File: src/rtl/assert_macros.svh
// Assertion macros shared by the RTL files of the keyword matcher.
// No dependencies; include by bare file name inside a module body.
`ifndef ASSERT_MACROS_SVH
`define ASSERT_MACROS_SVH

// Property checked on every rising edge of aclk outside of reset.
`define SCKM_ASSERT(lbl, prop, msg) \
    lbl: assert property (@(posedge aclk) disable iff (!aresetn) (prop)) else $error(msg);

// Property checked on every rising edge of aclk, reset cycles included.
`define SCKM_ASSERT_ALWAYS(lbl, prop, msg) \
    lbl: assert property (@(posedge aclk) (prop)) else $error(msg);

`endif

File: src/rtl/sckm_pkg.sv
// Package for the serial command keyword matcher: character codes,
// keyword tables and the default store depth. No dependencies.
`default_nettype none

package sckm_pkg;

    localparam int unsigned STORE_DEPTH_DEF = 6;

    localparam logic [7:0] CH_SPACE = 8'h20;
    localparam logic [7:0] CH_CR    = 8'h0D;
    localparam logic [7:0] CH_LF    = 8'h0A;
    localparam logic [7:0] CH_NUL   = 8'h00;

    localparam int unsigned KW_START_LEN = 5;
    localparam int unsigned KW_STOP_LEN  = 4;

    localparam logic [7:0] KW_START [KW_START_LEN] = '{8'h73, 8'h74, 8'h61, 8'h72, 8'h74};
    localparam logic [7:0] KW_STOP  [KW_STOP_LEN]  = '{8'h73, 8'h74, 8'h6F, 8'h70};

endpackage

`default_nettype wire

File: src/rtl/serial_command_keyword_matcher.sv
// Top level of the serial command keyword matcher: byte store, keyword
// compare and output register. Depends on sckm_pkg and assert_macros.svh.
//
//   Channel   Ports                                   Direction   Word
//   input     s_valid, s_ready, s_rx_byte             in          one received byte
//   result    m_valid, m_ready, m_start_seen,         out         two match flags
//             m_stop_seen
//
// Every accepted byte yields exactly one result word in the cycle after acceptance.
// The store update and both keyword compares run in the cycle the byte is taken,
// so one byte per cycle is sustained unless the result side stalls; the output
// register is the only stage. s_ready is high whenever that register is empty or
// is being drained, so a stall on the result side holds back at most one word.
// Reset (aresetn low at a clock edge) zeroes the store and the write index and
// empties the output register; no clearing pass is needed afterwards.
`default_nettype none

module serial_command_keyword_matcher
    import sckm_pkg::*;
#(
    parameter int unsigned STORE_DEPTH = STORE_DEPTH_DEF
) (
    input  wire logic       aclk,
    input  wire logic       aresetn,

    input  wire logic       s_valid,
    output logic            s_ready,
    input  wire logic [7:0] s_rx_byte,

    output logic            m_valid,
    input  wire logic       m_ready,
    output logic            m_start_seen,
    output logic            m_stop_seen
);

    // The index addresses STORE_DEPTH entries; the incremented count needs one
    // bit more so that it can reach STORE_DEPTH itself.
    localparam int unsigned IDX_W = $clog2(STORE_DEPTH);
    localparam int unsigned CNT_W = IDX_W + 1;
    localparam logic [IDX_W-1:0] IDX_MAX  = IDX_W'(STORE_DEPTH - 1);
    localparam logic [CNT_W-1:0] CNT_FULL = CNT_W'(STORE_DEPTH);

    logic [7:0]       char_store_reg  [STORE_DEPTH];
    logic [7:0]       char_store_next [STORE_DEPTH];
    logic [7:0]       store_wr        [STORE_DEPTH];
    logic [IDX_W-1:0] write_index_reg;
    logic [IDX_W-1:0] write_index_next;
    logic [CNT_W-1:0] idx_inc;

    logic             m_valid_reg;
    logic             start_seen_reg;
    logic             stop_seen_reg;
    logic             start_next;
    logic             stop_next;
    logic             start_hit;
    logic             stop_hit;
    logic             in_accept;

    // The input side runs whenever the output register has room this cycle.
    assign s_ready      = !m_valid_reg || m_ready;
    assign in_accept    = s_valid && s_ready;
    assign m_valid      = m_valid_reg;
    assign m_start_seen = start_seen_reg;
    assign m_stop_seen  = stop_seen_reg;

    // Store as it would look with the incoming byte written at the index.
    // The keyword compares read fixed entries of this view: the keyword's
    // characters are nonzero, so a match also implies no earlier terminator,
    // and the entry right after the keyword must be the terminator.
    always_comb begin
        store_wr = char_store_reg;
        store_wr[write_index_reg] = s_rx_byte;
        idx_inc = {1'b0, write_index_reg} + CNT_W'(1);

        start_hit = (store_wr[KW_START_LEN] == CH_NUL);
        for (int i = 0; i < KW_START_LEN; i++) begin
            if (store_wr[i] != KW_START[i]) begin
                start_hit = 1'b0;
            end
        end

        stop_hit = (store_wr[KW_STOP_LEN] == CH_NUL);
        for (int i = 0; i < KW_STOP_LEN; i++) begin
            if (store_wr[i] != KW_STOP[i]) begin
                stop_hit = 1'b0;
            end
        end
    end

    // Next store contents, index and flags for the byte on the input.
    always_comb begin
        char_store_next  = char_store_reg;
        write_index_next = write_index_reg;
        start_next       = 1'b0;
        stop_next        = 1'b0;

        case (s_rx_byte)
            CH_SPACE: begin
                // A space wipes what was typed so far and restarts the word.
                for (int i = 0; i < STORE_DEPTH; i++) begin
                    if (IDX_W'(i) < write_index_reg) begin
                        char_store_next[i] = CH_NUL;
                    end
                end
                write_index_next = '0;
            end
            CH_CR: begin
                // Carriage returns are dropped without effect.
            end
            CH_LF: begin
                // A line feed restarts the index but leaves old bytes behind.
                write_index_next = '0;
            end
            default: begin
                char_store_next = store_wr;
                if (start_hit || stop_hit) begin
                    start_next = start_hit;
                    stop_next  = !start_hit;
                    for (int i = 0; i < STORE_DEPTH; i++) begin
                        if (CNT_W'(i) < idx_inc) begin
                            char_store_next[i] = CH_NUL;
                        end
                    end
                    write_index_next = '0;
                end else if (idx_inc == CNT_FULL) begin
                    // The store filled up without a keyword: start over clean.
                    for (int i = 0; i < STORE_DEPTH; i++) begin
                        char_store_next[i] = CH_NUL;
                    end
                    write_index_next = '0;
                end else begin
                    write_index_next = idx_inc[IDX_W-1:0];
                end
            end
        endcase
    end

    always_ff @(posedge aclk) begin
        if (!aresetn) begin
            for (int i = 0; i < STORE_DEPTH; i++) begin
                char_store_reg[i] <= CH_NUL;
            end
            write_index_reg <= '0;
            m_valid_reg     <= 1'b0;
        end else begin
            if (in_accept) begin
                char_store_reg  <= char_store_next;
                write_index_reg <= write_index_next;
                m_valid_reg     <= 1'b1;
            end else if (m_ready) begin
                m_valid_reg     <= 1'b0;
            end
        end
    end

    // Result flags are payload and need no reset.
    always_ff @(posedge aclk) begin
        if (in_accept) begin
            start_seen_reg <= start_next;
            stop_seen_reg  <= stop_next;
        end
    end

    `include "assert_macros.svh"

    `SCKM_ASSERT(a_one_keyword, m_valid |-> !(m_start_seen && m_stop_seen), "both keyword flags set")
    `SCKM_ASSERT(a_index_range, write_index_reg <= IDX_MAX, "write index out of range")
    `SCKM_ASSERT(a_match_restarts, (in_accept && (start_next || stop_next)) |=> (write_index_reg == '0), "index not reset after keyword")
    `SCKM_ASSERT(a_result_follows, in_accept |=> m_valid, "accepted byte produced no result word")

endmodule

`default_nettype wire
File: config.mk
export PLATFORM = sky130hd
export DESIGN_NAME = serial_command_keyword_matcher
export DESIGN_NICKNAME = d
export VERILOG_FILES = /design/src/rtl/sckm_pkg.sv /design/src/rtl/serial_command_keyword_matcher.sv
export VERILOG_INCLUDE_DIRS = /design/src /design/src/rtl
export SDC_FILE = /design/constraint.sdc
export NUM_CORES = 1
export LEC_CHECK = 0
export CORE_ASPECT_RATIO = 0.8
export CORE_MARGIN = 2
export CORE_UTILIZATION = 60
export CTS_BUF_LIST = sky130_fd_sc_hd__clkbuf_4 sky130_fd_sc_hd__clkbuf_8 sky130_fd_sc_hd__clkbuf_16
export DETAILED_ROUTE_END_ITERATION = 16
export DONT_BUFFER_PORTS = 1
export GPL_ROUTABILITY_DRIVEN = 1
export PLACE_DENSITY = 0.88
export SETUP_SLACK_MARGIN = 0.5
export SLEW_MARGIN = 20
export SYNTH_ARGS = -nofsm -noshare
export SYNTH_HDL_FRONTEND = slang
export SYNTH_SLANG_ARGS = --single-unit
File: constraint.sdc
create_clock -name aclk -period 4 [get_ports aclk]
set_clock_uncertainty 0.15 [all_clocks]
set_input_delay 0.8 -clock aclk [delete_from_list [all_inputs] [get_ports aclk]]
set_output_delay 0.8 -clock aclk [all_outputs]
set_load 0.02 [all_outputs]
# Yosys cells after proc, flatten, opt, wreduce, memory -nomap -nowiden

Cells that the tools add are included.

$add $sub $neg: 1
Magnitude comparators: 14
Equal/unequal tests: 17
Muxes and demuxes: 32
Bitwise gates (word level): 4
Reduce and logical (&&, ||, !) cells: 19

Operator list:

| kind                                                                         | number |
|---|---|
| 8-bit 2-to-1 mux                                                             | 13 |
| 48-bit 2-to-1 mux                                                            | 2 |
| 48-bit case mux with 2 select lines                                          | 1 |
| 8-bit by 7-bit inequality test with 1-bit output, second input constant      | 7 |
| 48-bit bitwise mux                                                           | 1 |
| 8-bit demux with 3-bit select                                                | 1 |
| 3-bit AND reduction                                                          | 6 |
| 8-bit by 4-bit equality test with 1-bit output, second input constant        | 2 |
| 8-bit logical NOT                                                            | 2 |
| 2-bit inequality test, second input constant                                 | 6 |
| 1-bit 2-to-1 mux                                                             | 11 |
| 8-bit by 6-bit equality test with 1-bit output, second input constant        | 1 |
| 1-bit by 4-bit less-than comparator with 1-bit output, first input constant  | 2 |
| 2-bit by 4-bit less-than comparator with 1-bit output, first input constant  | 2 |
| 3-bit by 4-bit less-than comparator with 1-bit output, first input constant  | 2 |
| 1-bit by 3-bit less-than comparator with 1-bit output, first input constant  | 2 |
| 2-bit by 3-bit less-than comparator with 1-bit output, first input constant  | 2 |
| 3-bit less-than comparator, first input constant                             | 2 |
| 3-bit 2-to-1 mux                                                             | 2 |
| 3-bit case mux with 2 select lines                                           | 1 |
| 3-bit by 1-bit adder with 4-bit output, second input constant                | 1 |
| 4-bit by 3-bit equality test with 1-bit output, second input constant        | 1 |
| 4-bit >= comparator, second input constant                                   | 1 |
| 4-bit by 1-bit less-than comparator with 1-bit output, second input constant | 1 |
| other kinds (9)                                                              | 15 |

Register bits after elaboration: 54
Bits of input ports: 12
Output and inout bits: 4
Word-level logic and storage cells: 97

# Logic depth before layout (Yosys ltp)

Word-level depth: 15
Mapped depth: 11
Mapped depth without buffers: 8

# Worst setup path before layout

OpenSTA, ideal clock, no wires.

Kind: input to register
From: input port s_rx_byte[2]
To: register char_store_reg[24] (netlist bit)
Arrival time: 2,994 ps
Data required time: 3,790 ps
Slack: 797 ps
Cell stages on the path: 9
Path through: clkbuf_1 -> nand2_1 -> mux2_4 -> a2111o_1 -> a221oi_2 -> o2111a_4 -> o21ai_4 -> o41ai_4 -> a22o_1

Word-level cells in the longest chain between the ends: 10

Ends and longest elaborated chain:

| item                                                                                  | line                                                                                                             | text |
|---|---|---|
| start, declared                                                                       | serial_command_keyword_matcher.sv:28                                                                             | `input wire logic [7:0] s_rx_byte,` |
| 48-bit bitwise mux                                                                    | serial_command_keyword_matcher.sv:72                                                                             | `store_wr[write_index_reg] = s_rx_byte;` |
| 8-bit by 7-bit inequality test with 1-bit output or 8-bit logical NOT (tied branches) | serial_command_keyword_matcher.sv:77, serial_command_keyword_matcher.sv:84, serial_command_keyword_matcher.sv:75 |  |
| 1-bit 2-to-1 mux (5 in series)                                                        | serial_command_keyword_matcher.sv:77                                                                             | `if (store_wr[i] != KW_START[i]) begin` |
| 1-bit logical OR                                                                      | serial_command_keyword_matcher.sv:116                                                                            | `if (start_hit \|\| stop_hit) begin` |
| 48-bit 2-to-1 mux                                                                     | serial_command_keyword_matcher.sv:116                                                                            |  |
| 48-bit case mux with 2 select lines                                                   | serial_command_keyword_matcher.sv:97                                                                             | `case (s_rx_byte)` |
| end signal, assigned                                                                  | serial_command_keyword_matcher.sv:147                                                                            | `char_store_reg <= char_store_next;` |
| end, declared                                                                         | serial_command_keyword_matcher.sv:43                                                                             | `logic [7:0] char_store_reg [STORE_DEPTH];` |

Several ways; a longest one is shown, not always the timed one.
A chain may end at the register's enable or synchronous reset.

# Worst setup path after layout

From: register write_index_reg[0]
To: register char_store_reg[41] (netlist bit)

Word-level cells in the longest chain between the ends: 15

Ends and longest elaborated chain:

| item                                                                                                               | line                                                                                                             | text |
|---|---|---|
| start, declared                                                                                                    | serial_command_keyword_matcher.sv:46                                                                             | `logic [IDX_W-1:0] write_index_reg;` |
| start signal, assigned                                                                                             | serial_command_keyword_matcher.sv:148                                                                            | `write_index_reg <= write_index_next;` |
| 3-bit inverter with 4-bit output (implied by the code)                                                             | serial_command_keyword_matcher.sv:72                                                                             |  |
| 4-bit >= comparator (implied by the code) or 4-bit by 1-bit less-than comparator with 1-bit output (tied branches) | serial_command_keyword_matcher.sv:72                                                                             |  |
| 1-bit logical AND (implied by the code)                                                                            | serial_command_keyword_matcher.sv:72                                                                             |  |
| 8-bit 2-to-1 mux (implied by the code)                                                                             | serial_command_keyword_matcher.sv:72                                                                             |  |
| 8-bit demux with 3-bit select                                                                                      | serial_command_keyword_matcher.sv:72                                                                             |  |
| 48-bit bitwise mux                                                                                                 | serial_command_keyword_matcher.sv:72                                                                             |  |
| 8-bit by 7-bit inequality test with 1-bit output or 8-bit logical NOT (tied branches)                              | serial_command_keyword_matcher.sv:77, serial_command_keyword_matcher.sv:84, serial_command_keyword_matcher.sv:75 |  |
| 1-bit 2-to-1 mux (5 in series)                                                                                     | serial_command_keyword_matcher.sv:77                                                                             |  |
| 1-bit logical OR                                                                                                   | serial_command_keyword_matcher.sv:116                                                                            |  |
| 48-bit 2-to-1 mux                                                                                                  | serial_command_keyword_matcher.sv:116                                                                            |  |
| 48-bit case mux with 2 select lines                                                                                | serial_command_keyword_matcher.sv:97                                                                             |  |

Several ways; a longest one is shown, not always the timed one.

==> results.yml <==
grt:
  grt_util_all_layers: 0.310
  grt_max_degree: 34
  grt_overflow: 0
  antenna_found_initial: 0
  grt_pass1_wl_mm: 13.9
  grt_pass1_vias: 2612
power:
  peakVddDrop_mv: 0.179
  power_leakage_nw: 1.22
  powerDensity_nw_per_um2: 314
die:
  io_pins: 16
  coreArea_um2: 4980
  rows: 23
  initial_core_util: 0.622
  die_area_um2: 5760
  die_w_um: 84.3
  die_h_um: 68.3
flow_run:
  timing.max_cap.violations: 0
timing:
  setup_tns_ns: 0
  setup_viol: 0
  worst_pin_slew_ns: 0.670
  rsz0062_at_grt: "false"
  final_max_slew_viol_count: 0
  finalCriticalPeriod_ns: 3.37
  fmax_mhz: 296
  whs_ns: 0.313
  hold_viol_final: 0
  finalCritPeriodShare: 0.844
  slew_headroom: 0.553
place:
  dpl_cell_area_um2: 3110
  placed_cells: 404
  place_hpwl_mm: 6.04
  io_buffers: 0
  gp_congestion: 0.988
yosys:
  ys_async_sr_fraction: 0
  netlist.area_leader.share: 0.336
  ys.flop_type: "dfxtp_1"
  yosys-top-cells-count: "nand2_1, dfxtp_1, a22o_1, clkbuf_1, nor2_1"
  syn_avg_cell_area_um2: 8.61
  synth_xor_area_frac: 0.00283
  synth_top_family_by_area: "compound AO/OA/AOI/OAI gates"
  ys_types: 71
  synth_fa_ha_area_frac: 0.0162
  ys_warn_count: 0
  synth_area_leaders: "dfxtp_1, a22o_1, nand2_1"
  synth_area_um2: 3100
  synth-edff-count: 2
  synth_largest_area_cell: "dfxtp_1"
  syn_nets: 376
  post-synth-top-count-cell: "nand2_1"
  yosys.area_share.simple: 0.256
  muxShareOfSynthArea: 0.0246
  yosysSeqAreaShare: 0.355
  yosys_register_bits: 54
  syn_inst: 360
  synth_compound_gate_area_share: 0.298
clocking:
  clockBufferDepth: 2
  htreeDepth: 2
  clock-sinks: 54
  insertion_delay_ns: 0.32
  cts-root-buf: "clkbuf_8"
  cts_tree: "built"
  cts.reportedPaths.clkPinSlew_ns: 0.10
  cts_buffers: 5
setup_path:
  crit_type: "flop to flop"
  rrSetupSlack_ns: 0.63
  end_kind: "flop"
  crit_end: "char_store_reg[41]"
  startpoint_type: "flop"
  critPathRequiredTime_ns: 4.11
  reg2reg_depth: 9
  worstPathArrival_ns: 3.49
  cp_max_fo: 20
  crit_path_start: "write_index_reg[0]"
  reg2reg_from: "write_index_reg[0]"
  regToRegEndpoint: "char_store_reg[41]"
final_layout:
  drive_gt1_frac: 0.125
  fillerInstances: 428
  n_antenna_cell: 0
  area_delta_synth_final_pct: 5.61
  largest_reg_flops: 48
  nNetsFinal: 368
  final_cells: 415
  final_area_um2: 3270
drt:
  top_layer_used: "met5"
  wl_met1_mm: 3.76
  ant_nets: 0
  drt_iter0_markers: 462
  viasPerCell: 7.25
  dr_wl_met2_mm: 3.65
  num_vias: 3010
  wl_met3_mm: 1.15
  wl_mm: 8.85
  first_pass_iters: 6
  post-route-drc-count: 0
  avgRoutedWirePerCell_um: 21.3
run_status:
  status: "complete, no violations"
worst_hold_path:
  hold_path_class: "flop to flop"
per-layer routing:
| metal | global-route usage | up-vias |
|---|---|---|
| met1 | 0.436 | 1403 |
| met2 | 0.460 | 212 |
| met3 | 0.0893 | 44 |
| met4 | 0.0893 | 2 |
| li1 | - | 1349 |
| met5 | 0.0545 | - |
cells in the final DEF, fill, tap and decap left out, types with 3 or more instances in the layout:
cell type,count
a211oi_1,3
or3b_2,3
nand4_1,4
and3b_1,3
mux2i_1,5
a21o_1,5
nor4_1,5
nand2b_1,4
o22ai_1,15
nand2_1,54
dfxtp_1,50
or3_1,3
clkbuf_8,5
and2_1,5
and3_1,3
a21oi_1,12
nand3b_1,5
o21ai_0,7
o31ai_1,3
o211ai_1,5
nor2b_1,7
a22o_1,27
buf_4,9
nand3_1,10
nor2_1,15
ha_1,4
inv_1,9
nor3_1,14
worst min path at each step:
stage	depth (start not counted)	to	startpoint
after floorplan	2	char_store_reg[35]	char_store_reg[35]
after global placement	2	char_store_reg[35]	char_store_reg[35]
after detailed placement	2	char_store_reg[35]	char_store_reg[35]
after CTS	2	char_store_reg[35]	char_store_reg[35]
after global routing	2	char_store_reg[35]	char_store_reg[35]
final	2	char_store_reg[35]	char_store_reg[35]
repair_timing:
action,in CTS,in global routing
hold buffers,0,0
gates resized for setup,4,6
setup buffers,0,3
setup endpoints to repair,5,46
pin swaps,0,2
where the power goes:
part / total, mW / leakage [nW] / switching (mW) / internal, mW
clock network: 0.322 / 0.0490 / 0.190 / 0.132
registers: 0.569 / 0.442 / 0.0142 / 0.554
logic: 0.137 / 0.733 / 0.0860 / 0.0513
total: 1.03 / 1.22 / 0.290 / 0.738
kinds of logic after synthesis:
group,count (synthesis)
compound gates,112
xor+xnor,1
fa+ha+maj,4
buf+inv,34
flops,54
mux,7
simple gates,148
layout make-up:
class	count	area (um2)	area share
clock inverters	2	13.8	0.00421
flip-flops and latches	54	1100	0.337
repair buffers	9	67.6	0.0207
inverters	10	37.5	0.0115
clock buffers	6	76.3	0.0233
well taps	62	77.6	0.0237
multi-input cells	272	1900	0.579
critical path, stage by stage, from the launching register on:
cell      delay, ns
dfxtp_1        0.39
buf_4          0.24
or3b_2         0.61
nor4b_1        0.37
o221ai_1       0.23
a21oi_2        0.22
o2111a_4       0.32
o21a_4         0.27
and4_1         0.35
a22o_1         0.16
metrics by stage:
stage	total power [mW]	utilization	worst slack [ns]
floorplan	0.692	-	0.797
global placement	0.705	0.625	0.541
detailed placement	0.709	0.625	0.492
CTS	1.01	0.646	0.527
global route	1.06	0.657	0.511
finish	1.03	0.657	0.625
No activity file was read; power rests on OpenSTA's default activity.
